$ cat src/sv/l3si_pkg.sv
// Layer III side information unpacker: shared types, codes and field widths.
// No dependencies; used by l3si_front, l3si_back and the top level.
package l3si_pkg;

  typedef enum logic [4:0] {
    K_MAIN_BEGIN    = 5'd0,
    K_PRIVATE       = 5'd1,
    K_SCFSI         = 5'd2,
    K_PART23_LEN    = 5'd3,
    K_BIG_VALUES    = 5'd4,
    K_GAIN          = 5'd5,
    K_SF_COMPRESS   = 5'd6,
    K_WINSWITCH     = 5'd7,
    K_BLOCK_TYPE    = 5'd8,
    K_MIXED         = 5'd9,
    K_TABLE_SEL     = 5'd10,
    K_SUBBLOCK_GAIN = 5'd11,
    K_REGION0       = 5'd12,
    K_REGION1       = 5'd13,
    K_PREFLAG       = 5'd14,
    K_SF_SCALE      = 5'd15,
    K_COUNT1_SEL    = 5'd16
  } kind_t;

  // implied zero-valued fields still to be sent
  typedef enum logic [3:0] {
    P_NONE = 4'b0001,
    P_BT   = 4'b0010,
    P_MIX  = 4'b0100,
    P_TS2  = 4'b1000
  } pend_t;

  typedef struct packed {
    logic is_mpeg1;
    logic is_stereo;
  } cfg_t;

  typedef struct packed {
    logic       valid;
    logic [7:0] side_byte;
    logic       first_byte;
  } head_t;

  localparam cfg_t CFG_RESET = '{is_mpeg1: 1'b1, is_stereo: 1'b1};

  localparam logic [0:0] REG_IS_MPEG1  = 1'b0;
  localparam logic [0:0] REG_IS_STEREO = 1'b1;

  localparam int QUEUE_DEPTH = 4;
  localparam int QPTR_W      = 2;

  function automatic logic [3:0] width_of(kind_t k, cfg_t c);
    logic [3:0] w;
    case (k)
      K_MAIN_BEGIN:    w = c.is_mpeg1 ? 4'd9 : 4'd8;
      K_PRIVATE: begin
        if (c.is_stereo) w = c.is_mpeg1 ? 4'd3 : 4'd2;
        else             w = c.is_mpeg1 ? 4'd5 : 4'd1;
      end
      K_PART23_LEN:    w = 4'd12;
      K_BIG_VALUES:    w = 4'd9;
      K_GAIN:          w = 4'd8;
      K_SF_COMPRESS:   w = c.is_mpeg1 ? 4'd4 : 4'd9;
      K_BLOCK_TYPE:    w = 4'd2;
      K_TABLE_SEL:     w = 4'd5;
      K_SUBBLOCK_GAIN: w = 4'd3;
      K_REGION0:       w = 4'd4;
      K_REGION1:       w = 4'd3;
      default:         w = 4'd1;
    endcase
    return w;
  endfunction

endpackage

$ cat src/sv/l3si_if.sv
// Valid/ready channels of the side information unpacker: byte beats in,
// field beats out. No dependencies.
interface l3si_byte_if;
  logic       valid;
  logic       ready;
  logic [7:0] side_byte;
  logic       first_byte;
  modport source (output valid, side_byte, first_byte, input ready);
  modport sink   (input valid, side_byte, first_byte, output ready);
endinterface

interface l3si_field_if;
  logic        valid;
  logic        ready;
  logic [4:0]  field_kind;
  logic        granule;
  logic        channel;
  logic [1:0]  field_index;
  logic [11:0] field_value;
  logic        last_field;
  modport source (output valid, field_kind, granule, channel, field_index, field_value,
                  last_field, input ready);
  modport sink   (input valid, field_kind, granule, channel, field_index, field_value,
                  last_field, output ready);
endinterface

$ cat src/sv/l3si_front.sv
// Front end: takes byte beats and holds them in a short queue for the parser.
// Depends on l3si_pkg and l3si_byte_if.
module l3si_front (
  input  logic                 clk,
  input  logic                 rst,
  l3si_byte_if.sink            bytes,
  output l3si_pkg::head_t      head,
  input  logic                 pop
);

  logic [8:0]              mem [l3si_pkg::QUEUE_DEPTH];
  logic [l3si_pkg::QPTR_W-1:0] wr_ptr;
  logic [l3si_pkg::QPTR_W-1:0] rd_ptr;
  logic [l3si_pkg::QPTR_W:0]   count;
  logic                    push;
  logic                    take;

  assign bytes.ready = (count != (l3si_pkg::QPTR_W+1)'(l3si_pkg::QUEUE_DEPTH));
  assign push        = bytes.valid && bytes.ready;
  assign take        = pop && (count != '0);

  assign head = '{valid:      (count != '0),
                  side_byte:  mem[rd_ptr][8:1],
                  first_byte: mem[rd_ptr][0]};

  always_ff @(posedge clk) begin
    if (push) begin
      mem[wr_ptr] <= {bytes.side_byte, bytes.first_byte};
    end
  end

  always_ff @(posedge clk) begin
    if (rst) begin
      wr_ptr <= '0;
      rd_ptr <= '0;
      count  <= '0;
    end else begin
      if (push) wr_ptr <= wr_ptr + 1'b1;
      if (take) rd_ptr <= rd_ptr + 1'b1;
      case ({push, take})
        2'b10:   count <= count + 1'b1;
        2'b01:   count <= count - 1'b1;
        default: count <= count;
      endcase
    end
  end

endmodule

$ cat src/sv/l3si_back.sv
// Back end: bit-serial field parser and output register, taking one bit or
// one implied field per cycle unless stalled; uses l3si_pkg, l3si_field_if.
module l3si_back (
  input  logic                 clk,
  input  logic                 rst,
  input  l3si_pkg::cfg_t       cfg,
  input  l3si_pkg::head_t      head,
  output logic                 pop,
  l3si_field_if.source         fields
);

  l3si_pkg::kind_t step_index, step_index_next;
  logic [3:0]      bits_left, bits_left_next;
  logic [11:0]     acc, acc_next;
  logic            gr, gr_next;
  logic            ch, ch_next;
  logic [1:0]      arr_idx, arr_idx_next;
  logic            sw, sw_next;
  logic            done, done_next;
  l3si_pkg::pend_t pend, pend_next;
  logic [2:0]      bit_pos, bit_pos_next;

  logic            out_valid;
  logic [4:0]      o_kind;
  logic            o_gr;
  logic            o_ch;
  logic [1:0]      o_idx;
  logic [11:0]     o_val;
  logic            o_last;

  logic            slot_free;
  logic            load;
  logic [4:0]      l_kind;
  logic [1:0]      l_idx;
  logic [11:0]     l_val;
  logic            l_last;

  assign slot_free = !out_valid || fields.ready;

  assign fields.valid       = out_valid;
  assign fields.field_kind  = o_kind;
  assign fields.granule     = o_gr;
  assign fields.channel     = o_ch;
  assign fields.field_index = o_idx;
  assign fields.field_value = o_val;
  assign fields.last_field  = o_last;

  always_comb begin
    l3si_pkg::kind_t e_step;
    l3si_pkg::kind_t nk;
    logic [3:0]      e_bits;
    logic [11:0]     e_acc;
    logic            e_gr;
    logic            e_ch;
    logic [1:0]      e_idx;
    logic            e_sw;
    logic            e_done;
    logic            bitv;
    logic [11:0]     v;
    logic            do_begin;
    logic [1:0]      n_idx;

    step_index_next = step_index;
    bits_left_next  = bits_left;
    acc_next        = acc;
    gr_next         = gr;
    ch_next         = ch;
    arr_idx_next    = arr_idx;
    sw_next         = sw;
    done_next       = done;
    pend_next       = pend;
    bit_pos_next    = bit_pos;
    pop             = 1'b0;
    load            = 1'b0;
    l_kind          = 5'd0;
    l_idx           = 2'd0;
    l_val           = 12'd0;
    l_last          = 1'b0;
    nk              = l3si_pkg::K_MAIN_BEGIN;
    n_idx           = 2'd0;
    do_begin        = 1'b0;

    // restart on a first byte, before its first bit
    if (head.first_byte && bit_pos == 3'd7) begin
      e_step = l3si_pkg::K_MAIN_BEGIN;
      e_bits = l3si_pkg::width_of(l3si_pkg::K_MAIN_BEGIN, cfg);
      e_acc  = 12'd0;
      e_gr   = 1'b0;
      e_ch   = 1'b0;
      e_idx  = 2'd0;
      e_sw   = 1'b0;
      e_done = 1'b0;
    end else begin
      e_step = step_index;
      e_bits = bits_left;
      e_acc  = acc;
      e_gr   = gr;
      e_ch   = ch;
      e_idx  = arr_idx;
      e_sw   = sw;
      e_done = done;
    end
    bitv = head.side_byte[bit_pos];
    v    = {e_acc[10:0], bitv};

    if (pend != l3si_pkg::P_NONE) begin
      if (slot_free) begin
        load = 1'b1;
        unique case (pend)
          l3si_pkg::P_BT: begin
            l_kind    = l3si_pkg::K_BLOCK_TYPE;
            pend_next = l3si_pkg::P_MIX;
          end
          l3si_pkg::P_MIX: begin
            l_kind    = l3si_pkg::K_MIXED;
            pend_next = l3si_pkg::P_NONE;
          end
          l3si_pkg::P_TS2: begin
            l_kind    = l3si_pkg::K_TABLE_SEL;
            l_idx     = 2'd2;
            pend_next = l3si_pkg::P_NONE;
          end
          default: pend_next = l3si_pkg::P_NONE;
        endcase
      end
    end else if (head.valid) begin
      if (e_done) begin
        // block complete: drop the whole byte
        pop             = 1'b1;
        bit_pos_next    = 3'd7;
        step_index_next = e_step;
        bits_left_next  = e_bits;
        acc_next        = e_acc;
        gr_next         = e_gr;
        ch_next         = e_ch;
        arr_idx_next    = e_idx;
        sw_next         = e_sw;
        done_next       = e_done;
      end else if (e_bits != 4'd1 || slot_free) begin
        step_index_next = e_step;
        bits_left_next  = e_bits - 4'd1;
        acc_next        = v;
        gr_next         = e_gr;
        ch_next         = e_ch;
        arr_idx_next    = e_idx;
        sw_next         = e_sw;
        done_next       = e_done;
        if (e_bits == 4'd1) begin
          load   = 1'b1;
          l_kind = e_step;
          l_val  = v;
          if (e_step == l3si_pkg::K_COUNT1_SEL && e_ch >= cfg.is_stereo &&
              e_gr >= cfg.is_mpeg1) begin
            l_last         = 1'b1;
            done_next      = 1'b1;
            acc_next       = 12'd0;
            bits_left_next = 4'd0;
          end else begin
            if (e_step == l3si_pkg::K_SCFSI || e_step == l3si_pkg::K_TABLE_SEL ||
                e_step == l3si_pkg::K_SUBBLOCK_GAIN) begin
              l_idx = e_idx;
            end
            do_begin = 1'b1;
            case (e_step)
              l3si_pkg::K_PRIVATE: begin
                if (cfg.is_mpeg1) begin
                  ch_next = 1'b0;
                  nk      = l3si_pkg::K_SCFSI;
                end else begin
                  nk = l3si_pkg::K_PART23_LEN;
                end
              end
              l3si_pkg::K_SCFSI: begin
                if (e_idx != 2'd3) begin
                  nk    = l3si_pkg::K_SCFSI;
                  n_idx = e_idx + 2'd1;
                end else if (e_ch < cfg.is_stereo) begin
                  ch_next = 1'b1;
                  nk      = l3si_pkg::K_SCFSI;
                end else begin
                  ch_next = 1'b0;
                  nk      = l3si_pkg::K_PART23_LEN;
                end
              end
              l3si_pkg::K_WINSWITCH: begin
                sw_next = v[0];
                if (v[0]) begin
                  nk = l3si_pkg::K_BLOCK_TYPE;
                end else begin
                  pend_next = l3si_pkg::P_BT;
                  nk        = l3si_pkg::K_TABLE_SEL;
                end
              end
              l3si_pkg::K_TABLE_SEL: begin
                if (e_sw) begin
                  if (e_idx == 2'd0) begin
                    nk    = l3si_pkg::K_TABLE_SEL;
                    n_idx = 2'd1;
                  end else begin
                    pend_next = l3si_pkg::P_TS2;
                    nk        = l3si_pkg::K_SUBBLOCK_GAIN;
                  end
                end else if (e_idx < 2'd2) begin
                  nk    = l3si_pkg::K_TABLE_SEL;
                  n_idx = e_idx + 2'd1;
                end else begin
                  nk = l3si_pkg::K_REGION0;
                end
              end
              l3si_pkg::K_SUBBLOCK_GAIN: begin
                if (e_idx < 2'd2) begin
                  nk    = l3si_pkg::K_SUBBLOCK_GAIN;
                  n_idx = e_idx + 2'd1;
                end else begin
                  nk = cfg.is_mpeg1 ? l3si_pkg::K_PREFLAG : l3si_pkg::K_SF_SCALE;
                end
              end
              l3si_pkg::K_REGION1: begin
                nk = cfg.is_mpeg1 ? l3si_pkg::K_PREFLAG : l3si_pkg::K_SF_SCALE;
              end
              l3si_pkg::K_COUNT1_SEL: begin
                if (e_ch < cfg.is_stereo) begin
                  ch_next = 1'b1;
                end else begin
                  ch_next = 1'b0;
                  gr_next = ~e_gr;
                end
                nk = l3si_pkg::K_PART23_LEN;
              end
              default: nk = l3si_pkg::kind_t'(e_step + 5'd1);
            endcase
          end
        end
        if (do_begin) begin
          step_index_next = nk;
          arr_idx_next    = n_idx;
          acc_next        = 12'd0;
          bits_left_next  = l3si_pkg::width_of(nk, cfg);
        end
        bit_pos_next = bit_pos - 3'd1;
        if (bit_pos == 3'd0 || done_next) begin
          pop          = 1'b1;
          bit_pos_next = 3'd7;
        end
      end
    end
  end

  always_ff @(posedge clk) begin
    if (rst) begin
      step_index <= l3si_pkg::K_MAIN_BEGIN;
      bits_left  <= l3si_pkg::width_of(l3si_pkg::K_MAIN_BEGIN, l3si_pkg::CFG_RESET);
      acc        <= 12'd0;
      gr         <= 1'b0;
      ch         <= 1'b0;
      arr_idx    <= 2'd0;
      sw         <= 1'b0;
      done       <= 1'b0;
      pend       <= l3si_pkg::P_NONE;
      bit_pos    <= 3'd7;
      out_valid  <= 1'b0;
    end else begin
      step_index <= step_index_next;
      bits_left  <= bits_left_next;
      acc        <= acc_next;
      gr         <= gr_next;
      ch         <= ch_next;
      arr_idx    <= arr_idx_next;
      sw         <= sw_next;
      done       <= done_next;
      pend       <= pend_next;
      bit_pos    <= bit_pos_next;
      if (load)              out_valid <= 1'b1;
      else if (fields.ready) out_valid <= 1'b0;
    end
  end

  // granule and channel of a field are those before the counters advance
  always_ff @(posedge clk) begin
    if (load) begin
      o_kind <= l_kind;
      o_gr   <= (pend != l3si_pkg::P_NONE) ? gr : (head.first_byte && bit_pos == 3'd7)
                ? 1'b0 : gr;
      o_ch   <= (pend != l3si_pkg::P_NONE) ? ch : (head.first_byte && bit_pos == 3'd7)
                ? 1'b0 : ch;
      o_idx  <= l_idx;
      o_val  <= l_val;
      o_last <= l_last;
    end
  end

endmodule

$ cat src/sv/layer3_side_info_unpacker.sv
// Top level of the Layer III side information unpacker: configuration
// registers, byte queue front end and bit-serial parser back end.
// Depends on l3si_pkg, l3si_if, l3si_front and l3si_back.
//
// Usage: side information bytes enter on the bytes channel, one byte a beat,
// with first_byte set on the first byte of each frame's block; that byte
// restarts the parse. Tagged fields leave on the fields channel, one a beat,
// last_field marking the final field of the block. Bytes after the block is
// complete produce nothing until the next first byte.
// Configuration: cfg_we with cfg_index 0 writes is_mpeg1, index 1 is_stereo,
// from bit 0 of cfg_data; write only while the block is idle.
// Throughput: the parser consumes one bit per cycle unless stalled, and sends
// each implied zero field as a step of its own (block type and mixed flag after
// a clear window switching flag, third table select when it is set).
// Path: a byte passes through the queue, its bits are parsed from the queue
// head, and each completed field is registered in the output register.
// A four-byte queue lets bytes arrive while the parser works; the output
// register holds a field while the receiver stalls, and the parser then waits only
// when it has another field to present. Reset empties the queue, clears the
// output and restores MPEG-1 stereo with the parse at main data begin.
module layer3_side_info_unpacker (
  input  logic         clk,
  input  logic         rst,
  l3si_byte_if.sink    bytes,
  l3si_field_if.source fields,
  input  logic         cfg_we,
  input  logic [0:0]   cfg_index,
  input  logic [0:0]   cfg_data
);

  l3si_pkg::cfg_t  cfg;
  l3si_pkg::head_t head;
  logic            pop;

  always_ff @(posedge clk) begin
    if (rst) begin
      cfg <= l3si_pkg::CFG_RESET;
    end else if (cfg_we) begin
      case (cfg_index)
        l3si_pkg::REG_IS_MPEG1:  cfg.is_mpeg1  <= cfg_data[0];
        l3si_pkg::REG_IS_STEREO: cfg.is_stereo <= cfg_data[0];
        default: cfg <= cfg;
      endcase
    end
  end

  l3si_front u_front (
    .clk   (clk),
    .rst   (rst),
    .bytes (bytes),
    .head  (head),
    .pop   (pop)
  );

  l3si_back u_back (
    .clk    (clk),
    .rst    (rst),
    .cfg    (cfg),
    .head   (head),
    .pop    (pop),
    .fields (fields)
  );

endmodule
$ cat src/flat_wrapper.sv
// flat-port wrapper written by rule: the top's interface ports become plain ports
module layer3_side_info_unpacker_flat 
  (clk, rst, cfg_we, cfg_index, cfg_data, bytes_valid, bytes_side_byte, bytes_first_byte, bytes_ready, fields_valid, fields_field_kind, fields_granule, fields_channel, fields_field_index, fields_field_value, fields_last_field, fields_ready);
  l3si_byte_if bytes_i ();
  l3si_field_if fields_i ();
  input  logic clk;
  input  logic rst;
  input  logic cfg_we;
  input  logic [0:0] cfg_index;
  input  logic [0:0] cfg_data;
  input wire logic [$bits(bytes_i.valid)-1:0] bytes_valid;
  input wire logic [$bits(bytes_i.side_byte)-1:0] bytes_side_byte;
  input wire logic [$bits(bytes_i.first_byte)-1:0] bytes_first_byte;
  output wire logic [$bits(bytes_i.ready)-1:0] bytes_ready;
  output wire logic [$bits(fields_i.valid)-1:0] fields_valid;
  output wire logic [$bits(fields_i.field_kind)-1:0] fields_field_kind;
  output wire logic [$bits(fields_i.granule)-1:0] fields_granule;
  output wire logic [$bits(fields_i.channel)-1:0] fields_channel;
  output wire logic [$bits(fields_i.field_index)-1:0] fields_field_index;
  output wire logic [$bits(fields_i.field_value)-1:0] fields_field_value;
  output wire logic [$bits(fields_i.last_field)-1:0] fields_last_field;
  input wire logic [$bits(fields_i.ready)-1:0] fields_ready;
  assign bytes_i.valid = bytes_valid;
  assign bytes_i.side_byte = bytes_side_byte;
  assign bytes_i.first_byte = bytes_first_byte;
  assign bytes_ready = bytes_i.ready;
  assign fields_valid = fields_i.valid;
  assign fields_field_kind = fields_i.field_kind;
  assign fields_granule = fields_i.granule;
  assign fields_channel = fields_i.channel;
  assign fields_field_index = fields_i.field_index;
  assign fields_field_value = fields_i.field_value;
  assign fields_last_field = fields_i.last_field;
  assign fields_i.ready = fields_ready;
  layer3_side_info_unpacker u_core (.clk(clk), .rst(rst), .bytes(bytes_i), .fields(fields_i), .cfg_we(cfg_we), .cfg_index(cfg_index), .cfg_data(cfg_data));
endmodule
$ cat config.mk
export PLATFORM = sky130hd
export DESIGN_NAME = layer3_side_info_unpacker_flat
export DESIGN_NICKNAME = d
export VERILOG_FILES = /design/src/sv/l3si_pkg.sv /design/src/sv/l3si_if.sv /design/src/sv/l3si_front.sv /design/src/sv/l3si_back.sv /design/src/sv/layer3_side_info_unpacker.sv /design/src/flat_wrapper.sv
export SDC_FILE = /design/constraint.sdc
export NUM_CORES = 1
export LEC_CHECK = 0
export BUFFER_PORTS_ARGS = -buffer_cell sky130_fd_sc_hd__buf_4
export CORE_MARGIN = 2
export CORE_UTILIZATION = 38
export CTS_BUF_LIST = sky130_fd_sc_hd__clkbuf_2
export DETAILED_ROUTE_END_ITERATION = 10
export PLACE_DENSITY = 0.62
export SETUP_SLACK_MARGIN = 0.1
export SYNTH_ARGS = -nofsm -noshare
export SYNTH_HDL_FRONTEND = slang
export SYNTH_HIERARCHICAL = 1
export SYNTH_SLANG_ARGS = --single-unit
$ cat constraint.sdc
create_clock -name clk -period 5.4 [get_ports clk]
set_input_delay 1.08 -clock clk [delete_from_list [all_inputs] [get_ports clk]]
set_output_delay 1.08 -clock clk [all_outputs]
set_load 0.01 [all_outputs]
Word level (Yosys, flattened, before mapping)

Memories as Yosys holds them, arrays and structs flattened. A register that Yosys moved wholly into a read port is not among the register bits.
Cells that the tools add are included.

Flip-flop bits (word level): 65
Bits in writable memories: 36
Bits of input ports: 16
Output and inout port bits: 24
Word-level logic and storage cells: 244
Memories: 1

Add/sub/neg operators: 8
$lt $le $gt $ge: 5
Equal/unequal tests: 34
Muxes and demuxes: 139
Bitwise operators: 6
Reductions and logical operators: 29

Memories:

| name               | depth | bits a word | read ports | clocked after Yosys merged registers in | wr ports | RTL line         | source |
|---|---|---|---|---|---|---|---|
| u_core.u_front.mem | 4     | 9           | 1          | 1                                       | 1        | l3si_front.sv:11 | `logic [8:0] mem [l3si_pkg::QUEUE_DEPTH];` |

Operator list:

| kind                  | number |
|---|---|
| $mux W5               | 16 |
| $mux W4               | 18 |
| $mux W11              | 6 |
| $mux W1               | 62 |
| $mux W2               | 21 |
| $eq A5 B4 Y1 const B  | 8 |
| $pmux W4 S10          | 1 |
| $pmux W5 S7           | 1 |
| $mux W3               | 8 |
| $eq A5 B3 Y1 const B  | 4 |
| $ne A3 B3 Y1 const B  | 4 |
| $pmux W4 S3           | 1 |
| $reduce_bool A2 Y1    | 6 |
| $eq A5 B1 Y1 const B  | 2 |
| $eq A5 B2 Y1 const B  | 2 |
| $reduce_and A10 Y1    | 1 |
| $ne A4 B1 Y1 const B  | 2 |
| $pmux W4 S2           | 1 |
| $add A2 B1 Y2 const B | 3 |
| $ne A2 B2 Y1 const B  | 3 |
| $not A1 Y1            | 6 |
| $pmux W2 S3           | 1 |
| $pmux W3 S2           | 1 |
| $reduce_bool A3 Y1    | 2 |
| other kinds (30)      | 41 |

Depth between registers and ports, before layout

Word-level depth: 21
Depth in mapped cells: 18

Modules after synthesis

Netlist, hierarchy kept.

Modules (own cells, without submodules):

| module                    | times used | cells each | area each (sq um) | seq. area each (sq um) |
|---|---|---|---|---|
| l3si_back                 | 1          | 378        | 3433.3            | 1341.3 |
| l3si_front                | 1          | 99         | 1793.0            | 1261.2 |
| layer3_side_info_unpacker | 1          | 8          | 77.6              | 40.0 |

Worst setup path before layout

Ideal clock, no wire load.

Kind: flip-flop to flip-flop
From: register with a tool-made name
To: register u_core/u_front/count[2] (netlist bit)
Library setup time: 0.070 ns
Data arrival time: 4.059 ns
Path slack: 1.270 ns
Stages on the path, launching flop included: 19
Buffers on the path: 4
Cells stage by stage: dfxtp_1 > buf_6 > mux4_2 > nand3_1 > clkbuf_1 > clkbuf_1 > nand2_1 > ha_1 > and3_1 > clkbuf_8 > a31o_2 > a31oi_1 > o31a_2 > ha_1 > inv_1 > fa_1 > xor2_1 > or3_1 > a21oi_1

RTL lines:

| element              | RTL line         | source |
|---|---|---|
| end signal, assigned | l3si_front.sv:41 | `2'b10: count <= count + 1'b1;` |
| end signal, assigned | l3si_front.sv:42 | `2'b01: count <= count - 1'b1;` |
| end signal, assigned | l3si_front.sv:43 | `default: count <= count;` |
| end, declared        | l3si_front.sv:14 | `logic [l3si_pkg::QPTR_W:0] count;` |

==> out/qor.txt <==
power density over the cells -> 332.1 mW/mm^2
clock transition at the register clock pins on the worst setup and hold paths after CTS -> 0.31 ns
transition at the pin with the smallest max-transition slack -> 0.8633 ns
layout cell share with drive strength beyond 1 -> 18.57%
Max Slew Vio Count -> 0
Cell Count Post-Placement -> 681
core area -> 0.01377 mm^2
crit path buf inv count -> 2
kind of start point of the critical path -> flip-flop
share of synthesized area occupied by flip-flops and latches -> 49.82%
# diodes -> 0
crit-path cells -> mux4_2, nand3_1, buf_4, nand2_1, o21ai_0, ha_1, and3_1, nand3_1, a31oi_1, o31a_2, ha_1, inv_1, fa_1, xor2_1, or3_1, a21oi_1
post-cts repair resize count -> 0
most used flip-flop cell after synthesis -> sky130_fd_sc_hd__edfxtp_1
net switching power of the design -> 674.8 uW
clk_lat worst skew -> 0.59 ns
initial core utilization -> 38.51%
Vias per Instance -> 5.515
remaining global-route overflow -> 0
Post-CTS Setup Inserts -> 0
routed via count -> 3,844
number of nets in the synthesized netlist -> 516
largest net degree at the start of global routing -> 46
Filler cells -> 1,364
GPL Wtd Cong -> 0.8568
data arrival time of the worst path -> 4.83 ns
category of the worst setup path capture point -> flip-flop
cell taking the most area after synthesis -> sky130_fd_sc_hd__edfxtp_1
die footprint -> 0.01492 mm^2
final setup vio count -> 0
net switching share of the total power -> 35.18%
# Max-Cap Violations -> 0
sum of negative setup slack -> 0 ns
number of non-filler instances in the completed layout -> 697
Synth top cells by count -> sky130_fd_sc_hd__edfxtp_1 (58), sky130_fd_sc_hd__nor2_1 (53), sky130_fd_sc_hd__dfxtp_1 (45), sky130_fd_sc_hd__nand2_1 (32), sky130_fd_sc_hd__o21ai_0 (21)
class of the tightest hold or removal check -> flip-flop to flip-flop
Hold Violations, Final -> 0
most frequent cell after synthesis -> sky130_fd_sc_hd__edfxtp_1
clock tree skew after final layout -> 0.03762 ns
Remaining DRCs -> 0
Max Fanout on Critical Path -> 20
CP max-delay cell -> sky130_fd_sc_hd__dfxtp_1
initial antenna violation count -> 0
die height -> 122.1 um
largest stage delay on the critical path -> 0.66 ns
EDFF count, synth -> 58
gr usage total -> 15.92%
proportion of power drawn by the clock network -> 18.4%
Wirelength per Cell -> 16.13 um
post-route fraction of the period consumed by the critical path -> 79.95%
endpoint required time on the critical path -> 5.91 ns
Largest delay share family, worst path -> simple AND/OR/NAND/NOR gates
width of the die -> 122.1 um
input/output buffers -> 39
deepest level of the CTS H-tree -> 3
total power after layout -> 1918 uW
min Tclk post-route -> 4.317 ns
combinational cell fraction of total power -> 29.2%
I/O Pins -> 40
RSZ-0062 raised after global routing -> no
post-route ant nets -> 0
design internal power -> 1243 uW
length of the first detailed-routing pass in iterations -> 5
sequential power share -> 52.3%
CTS Buf Count -> 9
gate count of the mapped netlist -> 485
Fmax achieved -> 231.6 MHz
post-synthesis area per instance -> 10.94 um^2
number of nets in the layout -> 543
via count of the first global-routing pass -> 3,622
internal reg-to-reg setup slack -> 1.08 ns
critical path type -> flip-flop to flip-flop
clock sink count -> 103
Pleak -> 0.002130 uW
wire length after detailed routing -> 11,250 um
half-perimeter wire length of the detailed placement result -> 7780 um
Unique masters post-synth -> 74
IR Drop Worst-Case VDD -> 186.3 uV
TritonCTS clock tree -> built
normalized max-slew margin -> 41.97%
worst reg2reg path depth -> 16
fraction of registers with async set/reset -> 0%
result of the run -> completed
Ys Warns -> 6
Hold Path Origin -> u_core/u_back/gr
Synth Register Bits -> 103
number of buffers between clock root and the deepest sink -> 2
standard-cell rows -> 43
wire length of the first global-routing pass -> 18,660 um
critical path capture point -> u_core/u_front/count[2]
clock root buffer -> sky130_fd_sc_hd__clkbuf_2
area growth from synthesis to layout -> 8.894%
initial detailed-routing violation count -> 285
count of hold-fix buffers inserted at cts -> 0
synth top area cells -> sky130_fd_sc_hd__edfxtp_1 (33%), sky130_fd_sc_hd__dfxtp_1 (17%), sky130_fd_sc_hd__mux4_2 (3.8%)
Levels on crit path -> 16
endpoint of the most critical register-to-register path -> u_core/u_front/count[2]
share of the synthesized area in the top cell type -> 32.84%
post-synthesis instance area -> 0.005304 mm^2
-- cell type report --
cell class	instances	area (um^2)	area share (%)
clock buffer	9	45.04	0.7799
clock inverter	7	65.06	1.127
inverter	15	56.30	0.9749
multi-input combinational	335	2381	41.23
sequential	103	2643	45.75
tap	180	225.2	3.899
timing repair buffer	48	360.3	6.239
-- how the worst min path moves through the flow --
stage,end,slack [ns],cells after the start
6_report,u_core/u_back/gr,0.51,2
3_5_place_dp,u_core/u_back/gr,0.49,2
2_1_floorplan,u_core/u_back/gr,0.45,2
4_1_cts,u_core/u_back/gr,0.52,2
5_1_grt,u_core/u_back/gr,0.57,2
3_3_place_gp,u_core/u_back/gr,0.47,2
-- flip-flops by register name (all words and copies together), names as in the netlist, 4 cells and up, named ones only --
name / cells
u_core/u_back/step_index: 5
u_core/u_back/pend: 4
u_core/u_front/mem: 36
u_core/u_back/acc: 11
u_core/u_back/fields.field_kind: 5
u_core/u_back/fields.field_value: 12
u_core/u_back/bits_left: 4
-- cells by family after synthesis --
| logic type | count (synthesis) | synth area share, % |
|---|---|---|
| and+or+nand+nor | 188 | 19.18 |
| AOI/OAI and AO/OA | 104 | 14.01 |
| DFF | 103 | 49.82 |
| buffers and inverters | 47 | 5.331 |
| muxes | 17 | 6.157 |
| adders and majority gates | 15 | 3.680 |
| xor gates and xnor gates | 11 | 1.816 |
-- worst register-to-register path, cell delays in order (launching register included) --
cell and delay, ns:
sky130_fd_sc_hd__dfxtp_1 0.66, sky130_fd_sc_hd__mux4_2 0.38, sky130_fd_sc_hd__nand3_1 0.10, sky130_fd_sc_hd__buf_4 0.24, sky130_fd_sc_hd__nand2_1 0.07, sky130_fd_sc_hd__o21ai_0 0.14
sky130_fd_sc_hd__ha_1 0.22, sky130_fd_sc_hd__and3_1 0.41, sky130_fd_sc_hd__nand3_1 0.18, sky130_fd_sc_hd__a31oi_1 0.39, sky130_fd_sc_hd__o31a_2 0.24, sky130_fd_sc_hd__ha_1 0.18
sky130_fd_sc_hd__inv_1 0.07, sky130_fd_sc_hd__fa_1 0.37, sky130_fd_sc_hd__xor2_1 0.16, sky130_fd_sc_hd__or3_1 0.32, sky130_fd_sc_hd__a21oi_1 0.14
-- placed cells by master, fill, tap and decap left out, drive strengths merged, types with 8 or more instances in the layout --
cell,n
ha,14
and3,18
nand3,15
inv,21
nand2b,9
mux4,11
a21oi,19
o21ai,21
dfxtp,45
a22oi,13
nor3,9
clkbuf,9
nand4,8
nor2,55
edfxtp,58
and2,9
nand2,32
buf,48
nor2b,8
-- metal layers --
metal	GRT usage, %	share of wire [%]
met1	23.09	48
met2	23.53	45
met3	3.652	6.1
met4	5.029	1.2
met5	0	0
-- power by group through the flow --
| stage | logic [uW] | registers (uW) | clock network (uW) |
|---|---|---|---|
| 6_report | 560 | 1000 | 354 |
| 5_1_grt | 627 | 1020 | 403 |
| 4_1_cts | 561 | 1000 | 370 |
| 3_5_place_dp | 559 | 1020 | 0 |
| 3_3_place_gp | 549 | 1020 | 0 |
| 2_1_floorplan | 334 | 1040 | 0 |
-- metrics by stage --
| step | util (%) | hold WS (ns) | setup slack, ns | instance area [um^2] |
|---|---|---|---|---|
| 3_3_place_gp | 41.13 | 0.4745 | 1.347 | 5665 |
| 3_5_place_dp | 41.13 | 0.4853 | 1.151 | 5665 |
| 2_1_floorplan | - | 0.4502 | 1.270 | 5304 |
| 5_1_grt | 41.93 | 0.5683 | 0.7977 | 5776 |
| 4_1_cts | 41.93 | 0.5153 | 1.087 | 5776 |
| 6_report | 41.93 | 0.5093 | 1.083 | 5776 |
Power figures use the tool's default switching activity.
